<file path="src/sv/lmb_pkg.sv">
package lmb_pkg;

  localparam int unsigned MAX_LINE_DEF = 2048;

  localparam int unsigned PixW     = 8;
  localparam int unsigned WidthW   = 12;
  localparam int unsigned HeightW  = 13;
  localparam int unsigned RowW     = 14;
  localparam int unsigned CmpW     = 15;
  localparam int unsigned SumW     = 11;
  localparam int unsigned ProdW    = 12;
  localparam int unsigned CfgIdxW  = 2;
  localparam int unsigned CfgDataW = 13;

  localparam int unsigned MinDim   = 3;
  localparam int unsigned WidthMax = (1 << WidthW) - 1;

  localparam logic [WidthW-1:0]  WIDTH_RST  = WidthW'(640);
  localparam logic [HeightW-1:0] HEIGHT_RST = HeightW'(480);

  // Configuration register indexes
  localparam logic [CfgIdxW-1:0] CFG_WIDTH  = CfgIdxW'(0);
  localparam logic [CfgIdxW-1:0] CFG_HEIGHT = CfgIdxW'(1);

  typedef logic [PixW-1:0] pix_t;

  typedef struct packed {
    logic top;
    logic bot;
    logic left;
    logic right;
    logic last;
  } lmb_pos_t;

  typedef struct packed {
    logic     emit;
    lmb_pos_t pos;
  } lmb_tag_t;

endpackage

</file>
<file path="src/sv/lmb_decide.sv">
module lmb_decide import lmb_pkg::*; (
  input  pix_t           win_i [3][3],
  input  lmb_pos_t       pos_i,
  output logic           fg_o
);

  logic [SumW-1:0]  sum3a, sum3b, sum3c, sum3d;
  logic [SumW-1:0]  sum5t, sum5b, sum5l, sum5r, sum8;
  logic [ProdW-1:0] v8, v1, lim3, lim5;

  // floor(s/k) <= v holds exactly when s < k*(v+1)
  always_comb begin
    sum3a = SumW'(win_i[2][1]) + SumW'(win_i[2][2]) + SumW'(win_i[1][2]);
    sum3b = SumW'(win_i[2][1]) + SumW'(win_i[2][0]) + SumW'(win_i[1][0]);
    sum3c = SumW'(win_i[0][1]) + SumW'(win_i[0][2]) + SumW'(win_i[1][2]);
    sum3d = SumW'(win_i[0][1]) + SumW'(win_i[0][0]) + SumW'(win_i[1][0]);
    sum5t = SumW'(win_i[2][2]) + SumW'(win_i[2][1]) + SumW'(win_i[2][0])
          + SumW'(win_i[1][0]) + SumW'(win_i[1][2]);
    sum5b = SumW'(win_i[0][2]) + SumW'(win_i[0][1]) + SumW'(win_i[0][0])
          + SumW'(win_i[1][0]) + SumW'(win_i[1][2]);
    sum5l = SumW'(win_i[0][2]) + SumW'(win_i[0][1]) + SumW'(win_i[1][2])
          + SumW'(win_i[2][2]) + SumW'(win_i[2][1]);
    sum5r = SumW'(win_i[0][0]) + SumW'(win_i[0][1]) + SumW'(win_i[1][0])
          + SumW'(win_i[2][0]) + SumW'(win_i[2][1]);
    sum8  = sum5r + SumW'(win_i[0][2]) + SumW'(win_i[1][2]) + SumW'(win_i[2][2]);

    v8   = ProdW'(win_i[1][1]) << 3;
    v1   = ProdW'(win_i[1][1]) + ProdW'(1);
    lim3 = (v1 << 1) + v1;
    lim5 = (v1 << 2) + v1;

    priority if (pos_i.top) begin
      if (pos_i.left) begin
        fg_o = ProdW'(sum3a) < lim3;
      end else if (pos_i.right) begin
        fg_o = ProdW'(sum3b) < lim3;
      end else begin
        fg_o = ProdW'(sum5t) < lim5;
      end
    end else if (pos_i.bot) begin
      if (pos_i.left) begin
        fg_o = ProdW'(sum3c) < lim3;
      end else if (pos_i.right) begin
        fg_o = ProdW'(sum3d) < lim3;
      end else begin
        fg_o = ProdW'(sum5b) < lim5;
      end
    end else if (pos_i.left) begin
      fg_o = ProdW'(sum5l) < lim5;
    end else if (pos_i.right) begin
      fg_o = ProdW'(sum5r) < lim5;
    end else begin
      fg_o = v8 >= ProdW'(sum8);
    end
  end

endmodule

</file>
<file path="config.mk">
export PLATFORM = sky130hd
export DESIGN_NAME = lmb_decide
export DESIGN_NICKNAME = d
export VERILOG_FILES = /design/src/sv/lmb_pkg.sv /design/src/sv/lmb_decide.sv
export SDC_FILE = /design/constraint.sdc
export NUM_CORES = 1
export LEC_CHECK = 0
export BUFFER_PORTS_ARGS = -buffer_cell sky130_fd_sc_hd__buf_4
export CAP_MARGIN = 20
export CORE_MARGIN = 2
export CORE_UTILIZATION = 50
export DETAILED_ROUTE_END_ITERATION = 12
export GPL_ROUTABILITY_DRIVEN = 0
export GPL_TIMING_DRIVEN = 0
export PLACE_DENSITY = 0.83
export REMOVE_ABC_BUFFERS = 1
export SLEW_MARGIN = 20
export SYNTH_ARGS = -nofsm -noshare
export SYNTH_HDL_FRONTEND = slang
export SYNTH_SLANG_ARGS = --single-unit
</file>
<file path="constraint.sdc">
create_clock -name vclk -period 5.3
set_clock_uncertainty 0.15 [all_clocks]
set_input_delay 0 -clock vclk [all_inputs]
set_output_delay 0 -clock vclk [all_outputs]
set_load 0.01 [all_outputs]
</file>
==> reports/metrics.csv <==
metric,value,unit
status,finished with violations,
failing checks,negative setup slack,
vias in the first global route,6565,
hold wc startpoint,pos_i[4],
1st-pass router iterations,5,
M3 GR Usage,0.784,%
syn avg cell area,8.71,µm²
Pint,0.00253,W
I/O Buffers,77,
max-cap violations,0,
post-synthesis sequential area ratio,0,%
FMAX,171,MHz
DP Area,8650,µm²
area grow syn2layout,16.3,%
Detailed Route Iter0 Violations,415,
Total Wirelength,20800,µm
RSZ-0062 raised after global routing,true,
Net Switching,0.00297,W
die area,16700,µm²
Total GRT Usage,24.6,%
Worst slew margin,46.7,%
synth unique cells,59,
Setup WS pre-CTS,-1220,ps
Max VDD drop,0.596,mV
CP startpoint kind,input pin,
area share of fa/ha/maj cells after synthesis,53.8,%
Rows,45,
Post-Synth Simple-Gate Area,7.22,%
pin count of the biggest net entering global routing,15,
Syn Inst Count,899,
# IOs,78,
Global Route met2 Usage,42.1,%
DRC,0,
critical path required time,5150,ps
antenna cells,0,
Slew @ Worst Pin,791,ps
Hold Crit Class,in -> out,
grt peak-use layer,met2,
Core Box Area,15300,µm²
Layout Nets,1348,
clock buffer count,0,
Initial Utilization,51.3,%
initial antenna violation count,0,
Synth area leader,ha_1,
WS Path Type,in -> out,
Hold Path End,fg_o,
Final period util,111,%
vias,6662,
pins over their slew limit,0,
crit path DAT,5710,ps
largest cells by area after synthesis,"ha_1 31%, fa_1 23%, inv_1 8.2%",
Post-Syn Area,7830,µm²
Switching Share,54.0,%
seq_cells,0,
P_leak,4.65,nW
largest family of logic cells by synthesized area,adder cells,
Comb power frac,100.0,%
fin crit period,5860,ps
detailed-route wire length per cell,17.4,µm
Synth top area share,31.0,%
final setup fails,1,
"Design Area, Final",9100,µm²
clock power share,0,%
Synth Warn #,0,
post-DP HPWL,17900,µm
post-synthesis compound-gate area fraction,20.1,%
Final Hold Fails,0,
Power Density,604,nW/µm²
first-pass GRT wire length,32600,µm
vias per cell,5.57,
layout cells sized above 1,17.3,%
Critical Path End Type,output port,
mux cell area share after synthesis,0,%
Die Wd,129,µm
Vert. Die Dim,129,µm
storage element area,0,µm²
global route total overflow,0,
setup ws final,-558,ps
most common cell in the synthesized netlist,ha_1,
Reg power frac,0,%
crit-path max FO,4,
Synth top cells by count,"194 x ha_1, 170 x inv_1, 89 x fa_1",
Final ANT Viol Nets,0,
worst hold path depth,4,
met1 usage,34.2,%
Synth Area in XOR/XNOR,10.5,%
[cell type report]
| type | instances | area [µm²] |
|---|---|---|
| Fill cell | 1277 | 6160 |
| Tap cell | 211 | 264 |
| Multi-Input combinational cell | 726 | 7510 |
| Inverter | 170 | 641 |
| Timing Repair Buffer | 90 | 691 |
[placed cells by master (no fill, tap or decap), types with 6 or more instances in the layout]
| cell type | synthesis | final |
|---|---|---|
| o21ai_0 | 25 | 24 |
| nand2b_1 | 7 | 7 |
| nor2_1 | 41 | 40 |
| xnor2_2 | 1 | 9 |
| nand4_1 | 6 | 6 |
| xor2_1 | 36 | 33 |
| o21a_1 | 10 | 10 |
| o211ai_1 | 7 | 7 |
| nand2_1 | 23 | 23 |
| xnor2_1 | 56 | 48 |
| o21bai_1 | 22 | 21 |
| a21oi_2 | 9 | 15 |
| nor2b_1 | 9 | 8 |
| a21oi_1 | 71 | 62 |
| nand3_1 | 9 | 9 |
| inv_1 | 170 | 164 |
| o21ai_1 | 10 | 9 |
| fa_1 | 89 | 84 |
| nor3_1 | 10 | 9 |
| ha_1 | 194 | 183 |
| a211oi_1 | 7 | 6 |
| o21ai_2 | 6 | 8 |
| ha_4 | 0 | 8 |
| buf_4 | 0 | 87 |
| a21o_1 | 29 | 29 |
[worst max-delay path, stage by stage]
cell      delay [ps]
buf_8             80
inv_4             30
fa_1             540
inv_2             40
ha_4             160
fa_2             370
a21o_1           220
a21oi_2          210
xnor2_2          170
fa_1             500
ha_4             340
a21o_1           130
a21o_1           220
xor2_4           210
fa_2             500
ha_4             200
o41ai_4          370
o21ai_2          130
xnor2_2          140
ha_2             180
or4_4            420
a21oi_2          140
nor3_1            50
nand3b_1         200
buf_4            170
[timing repair]
action	CTS	global route
gates resized for setup	52	14
setup endpoints to repair	1	1
setup buffers	9	4
hold buffers	0	0
gates cloned	0	0
pin swaps	34	29
[logic make-up (layout without fill, tap and decap cells)]
| group | Yosys count | count (layout) |
|---|---|---|
| adder cells (fa/ha/maj) | 283 | 283 |
| AO/OA/AOI/OAI | 232 | 232 |
| XOR/XNOR | 93 | 93 |
| AND/OR/NAND/NOR | 118 | 118 |
| buffers and inverters | 173 | 260 |
[layer usage]
metal	share of wire (%)	vias to the layer above
met5	0	-
met4	2.8	0
met3	5.0	37
met2	48	245
met1	45	3122
li1	-	3258
[worst max-delay path by stage]
stage | from | endpoint | slack, ps | cells past startpoint
after global routing | win_i[65] | fg_o | -710 | 27
after floorplan | win_i[41] | fg_o | -290 | 24
after CTS | win_i[65] | fg_o | -520 | 28
after detailed placement | win_i[41] | fg_o | -1220 | 26
final | win_i[65] | fg_o | -560 | 25
after global placement | win_i[41] | fg_o | -1120 | 25
[power by group through the flow]
| stage | Combinational [W] | Clock [W] | Sequential (W) |
|---|---|---|---|
| finish | 0.00550 | 0 | 0 |
| global route | 0.00610 | 0 | 0 |
| CTS | 0.00519 | 0 | 0 |
| detailed placement | 0.00458 | 0 | 0 |
| global placement | 0.00440 | 0 | 0 |
| floorplan | 0.00350 | 0 | 0 |
[through the flow]
| stage | hold WS, ps | util [%] | total power (W) | setup TNS (ps) | instances |
|---|---|---|---|---|---|
| after global placement | 299 | 56.7 | 0.00440 | -1120 | 1184 |
| after global routing | 349 | 59.7 | 0.00610 | -710 | 1197 |
| after detailed placement | 280 | 56.7 | 0.00458 | -1220 | 1184 |
| after CTS | 289 | 58.9 | 0.00519 | -524 | 1193 |
| after floorplan | 16.6 | - | 0.00350 | -286 | 896 |
| final | 305 | 59.7 | 0.00550 | -558 | 1197 |
(Power assumes the default switching activity.)
