### src/sv/lmb_pkg.sv
package lmb_pkg;

  localparam int unsigned MAX_LINE_DEF = 2048;

  localparam int unsigned PixW     = 8;
  localparam int unsigned WidthW   = 12;
  localparam int unsigned HeightW  = 13;
  localparam int unsigned RowW     = 14;
  localparam int unsigned CmpW     = 15;
  localparam int unsigned SumW     = 11;
  localparam int unsigned ProdW    = 12;
  localparam int unsigned CfgIdxW  = 2;
  localparam int unsigned CfgDataW = 13;

  localparam int unsigned MinDim   = 3;
  localparam int unsigned WidthMax = (1 << WidthW) - 1;

  localparam logic [WidthW-1:0]  WIDTH_RST  = WidthW'(640);
  localparam logic [HeightW-1:0] HEIGHT_RST = HeightW'(480);

  // Configuration register indexes
  localparam logic [CfgIdxW-1:0] CFG_WIDTH  = CfgIdxW'(0);
  localparam logic [CfgIdxW-1:0] CFG_HEIGHT = CfgIdxW'(1);

  typedef logic [PixW-1:0] pix_t;

  typedef struct packed {
    logic top;
    logic bot;
    logic left;
    logic right;
    logic last;
  } lmb_pos_t;

  typedef struct packed {
    logic     emit;
    lmb_pos_t pos;
  } lmb_tag_t;

endpackage

### src/sv/lmb_ctrl.sv
module lmb_ctrl import lmb_pkg::*; #(
  parameter int unsigned MaxLine = MAX_LINE_DEF,
  localparam int unsigned ColW = $clog2(MaxLine)
) (
  input  logic                clk_i,
  input  logic                rst_ni,
  input  logic                cfg_valid_i,
  input  logic [CfgIdxW-1:0]  cfg_index_i,
  input  logic [CfgDataW-1:0] cfg_data_i,
  input  logic                accept_i,
  input  pix_t                pixel_i,
  input  logic                flush_only_i,
  output logic                enter_o,
  output logic [ColW-1:0]     col_o,
  output pix_t                px_o,
  output lmb_tag_t            tag_o
);

  localparam int unsigned MaxWidth = (MaxLine > WidthMax) ? WidthMax : MaxLine;

  logic [WidthW-1:0]  width_q, eff_w;
  logic [HeightW-1:0] height_q, eff_h;

  logic [ColW-1:0] in_col_q, in_col_d, out_col_q, out_col_d;
  logic [RowW-1:0] in_row_q, in_row_d, out_row_q, out_row_d;

  logic [ColW-1:0]   ic0, ic1, oc0;
  logic [RowW-1:0]   ir0, ir1, or0;
  logic [ColW:0]     ic_inc, oc_inc;
  logic [CmpW-1:0]   wx, hx, ic1x, ocx2;
  logic signed [RowW:0] row_diff;
  logic              frame_in, enter, emit;
  lmb_pos_t          pos;

  always_ff @(posedge clk_i or negedge rst_ni) begin
    if (!rst_ni) begin
      width_q  <= WIDTH_RST;
      height_q <= HEIGHT_RST;
    end else if (cfg_valid_i) begin
      unique case (cfg_index_i)
        CFG_WIDTH:  width_q  <= cfg_data_i[WidthW-1:0];
        CFG_HEIGHT: height_q <= cfg_data_i[HeightW-1:0];
        default: ;
      endcase
    end
  end

  always_comb begin
    if (width_q < WidthW'(MinDim)) begin
      eff_w = WidthW'(MinDim);
    end else if (width_q > WidthW'(MaxWidth)) begin
      eff_w = WidthW'(MaxWidth);
    end else begin
      eff_w = width_q;
    end
    eff_h = (height_q < HeightW'(MinDim)) ? HeightW'(MinDim) : height_q;
    wx = CmpW'(eff_w);
    hx = CmpW'(eff_h);
  end

  always_comb begin
    // wrap columns left at or past the width, drop a frame whose row ran out
    ic0 = in_col_q;
    ir0 = in_row_q;
    if (CmpW'(in_col_q) >= wx) begin
      ic0 = '0;
      ir0 = in_row_q + RowW'(1);
    end
    oc0 = out_col_q;
    or0 = out_row_q;
    if (CmpW'(out_col_q) >= wx) begin
      oc0 = '0;
      or0 = out_row_q + RowW'(1);
    end
    if (CmpW'(or0) >= hx) begin
      ic0 = '0;
      ir0 = '0;
      oc0 = '0;
      or0 = '0;
    end

    frame_in = CmpW'(ir0) < hx;
    enter    = !(frame_in && flush_only_i);

    ic_inc = {1'b0, ic0} + (ColW+1)'(1);
    if (CmpW'(ic_inc) >= wx) begin
      ic1 = '0;
      ir1 = ir0 + RowW'(1);
    end else begin
      ic1 = ic_inc[ColW-1:0];
      ir1 = ir0;
    end

    // release a result once input is a row and one pixel ahead of it
    row_diff = $signed({1'b0, ir1}) - $signed({1'b0, or0});
    ic1x = CmpW'(ic1);
    ocx2 = CmpW'(oc0) + CmpW'(2);
    if (row_diff == 1) begin
      emit = ic1x >= ocx2;
    end else if (row_diff == 2) begin
      emit = (wx + ic1x) >= ocx2;
    end else if (row_diff >= 3) begin
      emit = 1'b1;
    end else begin
      emit = 1'b0;
    end
    emit = emit && enter;

    pos.top   = (or0 == '0);
    pos.bot   = (CmpW'(or0) == hx - CmpW'(1));
    pos.left  = (oc0 == '0);
    pos.right = (CmpW'(oc0) == wx - CmpW'(1));
    pos.last  = pos.bot && pos.right;

    oc_inc = {1'b0, oc0} + (ColW+1)'(1);

    in_col_d  = in_col_q;
    in_row_d  = in_row_q;
    out_col_d = out_col_q;
    out_row_d = out_row_q;
    if (accept_i) begin
      in_col_d  = enter ? ic1 : ic0;
      in_row_d  = enter ? ir1 : ir0;
      out_col_d = oc0;
      out_row_d = or0;
      if (emit) begin
        if (pos.last) begin
          in_col_d  = '0;
          in_row_d  = '0;
          out_col_d = '0;
          out_row_d = '0;
        end else if (CmpW'(oc_inc) >= wx) begin
          out_col_d = '0;
          out_row_d = or0 + RowW'(1);
        end else begin
          out_col_d = oc_inc[ColW-1:0];
        end
      end
    end
  end

  always_ff @(posedge clk_i or negedge rst_ni) begin
    if (!rst_ni) begin
      in_col_q  <= '0;
      in_row_q  <= '0;
      out_col_q <= '0;
      out_row_q <= '0;
    end else begin
      in_col_q  <= in_col_d;
      in_row_q  <= in_row_d;
      out_col_q <= out_col_d;
      out_row_q <= out_row_d;
    end
  end

  assign enter_o   = enter;
  assign col_o     = ic0;
  assign px_o      = frame_in ? pixel_i : '0;
  assign tag_o.emit = emit;
  assign tag_o.pos  = pos;

endmodule

### config.mk
export PLATFORM = sky130hd
export DESIGN_NAME = lmb_ctrl
export DESIGN_NICKNAME = d
export VERILOG_FILES = /design/src/sv/lmb_pkg.sv /design/src/sv/lmb_ctrl.sv
export SDC_FILE = /design/constraint.sdc
export NUM_CORES = 1
export LEC_CHECK = 0
export ABC_AREA = 1
export BUFFER_PORTS_ARGS = -buffer_cell sky130_fd_sc_hd__buf_2
export CAP_MARGIN = 20
export CELL_PAD_IN_SITES_DETAIL_PLACEMENT = 0
export CELL_PAD_IN_SITES_GLOBAL_PLACEMENT = 2
export CORE_ASPECT_RATIO = 1.2
export CORE_UTILIZATION = 31
export CTS_BUF_LIST = sky130_fd_sc_hd__clkbuf_8 sky130_fd_sc_hd__clkbuf_16
export DETAILED_ROUTE_END_ITERATION = 6
export PLACE_DENSITY = 0.82
export SYNTH_ARGS = -nofsm -noshare
export SYNTH_HDL_FRONTEND = slang
export SYNTH_SLANG_ARGS = --single-unit
### constraint.sdc
create_clock -name clk_i -period 9.6 [get_ports clk_i]
set_input_delay 0.48 -clock clk_i [delete_from_list [all_inputs] [get_ports clk_i]]
set_output_delay 0.48 -clock clk_i [all_outputs]
set_load 0.02 [all_outputs]
==> impl_metrics.csv, run 1 <==
group,metric,value,unit
sta,worst_slack,492.5,ps
sta,hold_violations,0,
yosys,ys_seq_elements,75,
outcome,status,"finished, final reports clean",
drt,routedWlPerCell,17.31,um
floorplanning,die_y,211.0,um
global_route,grt_max_degree,51,
drt,viasPerCell,5.001,
clocking,clk_root_buffer_cell,"clkbuf_16",
clocking,cts_tree,"built",
yosys,ys.flop_type,"dfrtp_1",
floorplanning,die_area,37180,um2
drt,drc,0,
finish,area_growth,15.63,%
clocking,cts_buffers,9,
drt,wl_met1,18.71,mm
drt,drt_iter0_drc,604,
floorplanning,row_count,76,
global_route,grt_first_pass_wirelength,64.89,mm
sta,finalCritPeriodShare,94.87,%
drt,drtAntennaViolNets,0,
setup_path,critPathRequiredTime,9120,ps
sta,max_freq,109.8,MHz
global_route,antenna_found_initial,0,
setup_path,cp.arrival,8630,ps
finish,stdcell_count,2432,
global_route,overflow,0,
yosys,synth.top_cell.area_share,20.29,%
setup_path,crit_path_max_fanout,12,
sta,slew_headroom,32.12,%
drt,dr.pass1.iters,6,
drt,top_layer,"met4",
yosys,ys_seq_area_share,16.70,%
setup_path,crit_path_top_delay_cell,"dfrtp_2",
sta,skew,11.16,ps
global_route,grt_pass1_vias,11470,
drt,wl,42.11,mm
worst_hold_path,hold_path.class,"in -> async",
setup_path,r2r_cells,65,
yosys,async_flop_share,100.0,%
setup_path,r2r_slack,650,ps
setup_path,slowest_delay,420,ps
placed_design,dpl.hpwl,33.03,mm
setup_path,end_kind,"output port",
clocking,clk_pin_slew_worst_paths,70,ps
placed_design,io_buffers,53,
finish,final_nets,2119,
clocking,clock-sinks,75,
finish,post-route-cell-area,13050,um2
sta,period_needed,9107,ps
clocking,cts_hold_buffers,0,
finish,diodes,0,
clocking,clock_latency,350,ps
yosys,ys_warn_count,0,
yosys,ys_types,50,
drt,met3_length,1.660,mm
job,maxCapViolCount,0,
setup_path,critPathBufInv,9,
floorplanning,io_pins,54,
drt,dr_wl_met2,20.51,mm
floorplanning,die_x,176.2,um
yosys,synth_edf_count,0,
yosys,synthTopCellsByArea,"nand2_1 (20%), dfrtp_1 (15%), ha_1 (14%)",
yosys,yosys.area.top_type,"nand2_1",
yosys,syn_area,11290,um2
floorplanning,coreArea,35850,um2
yosys,synthesis.nets,2036,
yosys,synth_area_per_cell,6.016,um2
placed_design,placed_area,12170,um2
yosys,netlist_instances,1876,
global_route,grt_usage,22.79,%
sta,final_max_slew_viol_count,0,
sta,timing.hold.ws,38.16,ps
placed_design,place_ws,-107.2,ps
floorplanning,start_util,31.48,%
placed_design,gp_congestion,0.9054,
sta,tightest_slew,1017,ps
yosys,synth_common_cells,"nand2_1 (610), inv_1 (264), nor2_1 (197), ha_1 (130), nand3_1 (112)",
clocking,cts_buffer_depth,2,
setup_path,r2r-start,"width_q[3]$_DFFE_PN0P_",
setup_path,worstSetupStartpointType,"flop",
yosys,yosys.cell_count.top_type,"nand2_1",
sta,setup_violations,0,
setup_path,crit_path_frequent_cell,"nand2_1",
setup_path,critical_path.top_delay_family,"simple AND/OR/NAND/NOR gates",
setup_path,r2r-end,"out_row_q[3]$_DFFE_PN0P_",
setup_path,path_class,"reg -> out",
drt,vias,12160,
clocking,htree_levels,3,
placed_design,dp_cells,2389,
finish,final_layout_size_suffix_gt1_share,13.14,%
-- layout make-up --
type	instances	area (um2)
clock buffers	9	225.2
clock inverters	7	66.31
fillers	3964	22800
inverters	269	1010
multi-input cells	1481	8466
flip-flops and latches	75	1887
well taps	468	585.6
repair buffers	123	810.8
-- repair_timing --
action / 4_1_cts / 5_1_grt
buffers inserted: 0 / 25
resized for setup: 12 / 92
endpoints found under the setup margin: 30 / 51
pin swaps: 0 / 38
cloned: 0 / 2
-- through the flow --
| stage | utilization [%] | setup TNS (ps) |
|---|---|---|
| floorplan | - | 0 |
| global placement | 33.94 | 0 |
| detailed placement | 33.94 | -1710 |
| CTS | 34.88 | 0 |
| global route | 36.40 | -67.86 |
| finish | 36.40 | 0 |
-- logic make-up after synthesis --
kind of cell	share of synthesized area, %
other	0.03323
buffers and inverters	11.76
AO/OA/AOI/OAI	9.945
AND/OR/NAND/NOR	40.43
flip-flops	16.70
adder cells (fa/ha/maj)	14.77
XOR/XNOR	6.364
-- worst reg2reg max path, delay by kind of cell, from the launching register on --
kind / cells / cell delay, ps
adder cells (fa/ha/maj): 5 / 1340
flip-flops: 1 / 420
AO/OA/AOI/OAI: 12 / 1480
AND/OR/NAND/NOR: 40 / 4730
buffers and inverters: 7 / 810
XOR/XNOR: 1 / 80
-- flip-flops by register name, summed over array words and instances, names as in the netlist --
name       cells
height_q      13
width_q       12
in_col_q      11
in_row_q      14
out_row_q     14
out_col_q     11
-- worst max-delay path by stage --
stage	start	end	slack, ps	depth (start not counted)
final	width_q[3]$_DFFE_PN0P_	tag_o[5]	490	63
after floorplan	width_q[11]$_DFFE_PN0P_	tag_o[5]	50	63
after global routing	width_q[4]$_DFFE_PN0P_	tag_o[5]	-70	67
after CTS	width_q[3]$_DFFE_PN0P_	tag_o[5]	20	65
after global placement	width_q[3]$_DFFE_PN0P_	out_col_q[0]$_DFFE_PN0P_	100	66
after detailed placement	width_q[3]$_DFFE_PN0P_	out_row_q[7]$_DFFE_PN0P_	-110	67
-- cells in the final DEF, fill, tap and decap left out, types with 7 or more instances in the layout --
cell	instances
a21oi_1	65
nand2_2	23
inv_2	8
ha_1	124
nand3_2	10
nand3_1	111
dfrtp_1	67
buf_2	51
nor3_2	7
nor3_1	24
xor2_1	62
clkbuf_16	9
nor2_2	18
xnor2_1	20
nand4_1	59
buf_4	68
o21ai_0	82
inv_1	260
nor2_1	181
nand2_1	588
o21ai_1	28
-- metal layers --
metal	vias to the layer above	GRT usage [%]
li1	6202	-
met1	5615	28.94
met2	286	39.79
met3	60	2.268
met4	0	7.946
met5	-	0
Power of run 1 is left out: the tool's default activity adds up to more than one toggle a clock period on the data nets, which glitch-free logic cannot reach.
==> run 2, diff against run 1 <==
Clock period 9.6 ns to 7.92 ns, I/O delays scaled along.
==> run 2 against run 1 <==
Compared with the run above: the run now ends with negative setup slack left; register-to-register slack got worse by 1500 ps; clock-buffer cell count unchanged; core utilization increased by 7.5 points; clock skew decreased by 1.1 ps; flip-flop and latch count unchanged; critical path depth increased by 1; via count increased by 9.8%; global-route usage increased by 2.4 points; sequential share of layout area decreased by 2.5 points; non-clock buffer count increased by 243; hold slack improved by 260 ps; critical path type unchanged; critical endpoint unchanged.
==> impl_metrics.csv, run 2 (synthesis gave the netlist of run 1 again) <==
group,metric,value,unit
finish,diodes,0,
sta,final_max_slew_viol_count,0,
clocking,cts_buffer_depth,2,
finish,final_layout_size_suffix_gt1_share,27.22,%
finish,post-route-cell-area,15730,um2
setup_path,cp.arrival,8430,ps
sta,max_freq,113.3,MHz
sta,hold_violations,0,
worst_hold_path,holdPathEnd,"height_q[6]$_DFFE_PN1P_",
floorplanning,io_pins,54,
finish,final_nets,2363,
setup_path,crit_path_top_delay_cell,"dfrtp_1",
global_route,grt_max_degree,51,
clocking,cts_buffers,9,
placed_design,placed_area,13830,um2
sta,setup_violations,51,
drt,vias,13360,
drt,drc,0,
floorplanning,row_count,76,
floorplanning,coreArea,35850,um2
floorplanning,die_area,37180,um2
drt,drtAntennaViolNets,0,
drt,routedWlPerCell,17.29,um
sta,skew,10.08,ps
outcome,violations,"negative setup slack",
global_route,grt_usage,25.18,%
finish,final_common_cell,"nand2_1",
worst_hold_path,hold_depth,3,
floorplanning,start_util,31.48,%
placed_design,gp_congestion,0.9433,
global_route,antenna_found_initial,0,
finish,biggestRegsByFlops,"in_row_q x14, out_row_q x14, height_q x13",
setup_path,path_class,"reg -> out",
drt,drt_iter0_drc,899,
setup_path,worstSetupStartpointType,"flop",
sta,slew_headroom,30.97,%
setup_path,slowest_delay,400,ps
sta,rsz0062_at_grt,"yes",
clocking,clk_pin_slew_worst_paths,70,ps
placed_design,io_buffers,53,
setup_path,r2r-start,"width_q[2]$_DFFE_PN0P_",
global_route,grt_first_pass_wirelength,71.68,mm
setup_path,crit_path_frequent_cell,"nand2_1",
drt,dr.pass1.iters,7,
clocking,htree_levels,3,
job,maxCapViolCount,0,
sta,period_needed,8826,ps
outcome,status,"finished with violations",
clocking,clock_latency,360,ps
floorplanning,die_x,176.2,um
setup_path,end_kind,"output port",
drt,viasPerCell,4.993,
clocking,cts_tree,"built",
setup_path,crit_path_max_fanout,6,
worst_hold_path,min_from,"cfg_data_i[6]",
global_route,overflow,0,
setup_path,r2r-end,"in_col_q[2]$_DFFE_PN0P_",
setup_path,r2r_slack,-860,ps
finish,area_growth,39.40,%
worst_hold_path,hold_path.class,"in -> reg",
finish,mostFrequentLayoutCells,"nand2_1 (565), buf_4 (288), inv_1 (253), nor2_1 (179), ha_1 (111)",
clocking,clock-sinks,75,
drt,wl,46.28,mm
sta,worst_slack,-906.0,ps
global_route,grt_pass1_vias,13230,
sta,tightest_slew,1035,ps
floorplanning,die_y,211.0,um
clocking,clk_root_buffer_cell,"clkbuf_16",
placed_design,dpl.hpwl,34.98,mm
sta,finalCritPeriodShare,111.4,%
setup_path,critPathRequiredTime,7520,ps
setup_path,r2r_cells,70,
-- run 2: layout make-up --
cell class	count	area [um2]
timing repair buffer	366	2831
sequential	75	1884
tap	468	585.6
multi-input combinational	1482	9086
fill	3706	20120
clock buffer	9	225.2
clock inverter	7	106.4
inverter	269	1013
-- run 2: how the worst max path moves through the flow --
| stage | end | startpoint | slack (ps) | depth (start not counted) |
|---|---|---|---|---|
| after floorplan | tag_o[5] | width_q[5]$_DFFE_PN0P_ | -540 | 65 |
| after global placement | tag_o[5] | width_q[2]$_DFFE_PN0P_ | -650 | 61 |
| after detailed placement | out_col_q[2]$_DFFE_PN0P_ | width_q[2]$_DFFE_PN0P_ | -790 | 63 |
| after CTS | tag_o[5] | width_q[3]$_DFFE_PN0P_ | -810 | 68 |
| after global routing | tag_o[5] | width_q[2]$_DFFE_PN0P_ | -1490 | 66 |
| final | tag_o[5] | width_q[2]$_DFFE_PN0P_ | -910 | 64 |
-- run 2: routing by layer --
metal | GRT usage, % | wire [um] | share of wire, %
met1 | 30.76 | 19790 | 43
met2 | 44.14 | 22760 | 49
met3 | 2.466 | 1638 | 3.5
met4 | 11.69 | 2095 | 4.5
met5 | 0 | 0 | 0
-- run 2: timing repair --
action	CTS	global route
setup buffers	67	11
gates resized for setup	126	69
cloned	6	2
hold endpoints to repair	25	0
endpoints found under the setup margin	51	53
pin swaps	58	41
hold buffers	1	0
-- run 2: worst max-delay path: cells and delay by family (launching register included) --
kind                     cells  cell delay, ps
AO/OA/AOI/OAI                7             920
XOR/XNOR                     1             180
adder cells (fa/ha/maj)      5            1480
buffers and inverters       13            1330
flip-flops                   1             400
AND/OR/NAND/NOR             38            3740
-- run 2: through the flow --
stage	util (%)	hold WS, ps	worst slack, ps	setup TNS (ps)	cells
floorplan	-	100.4	-538.1	-13200	1876
global placement	38.59	338.8	-649.5	-29840	2576
detailed placement	38.59	337.5	-793.2	-35020	2576
CTS	42.69	295.9	-809.6	-29430	2665
global route	43.89	308.3	-1490	-69390	2676
finish	43.89	296.9	-906.0	-38840	2676
Power of run 2 is left out for the same reason.
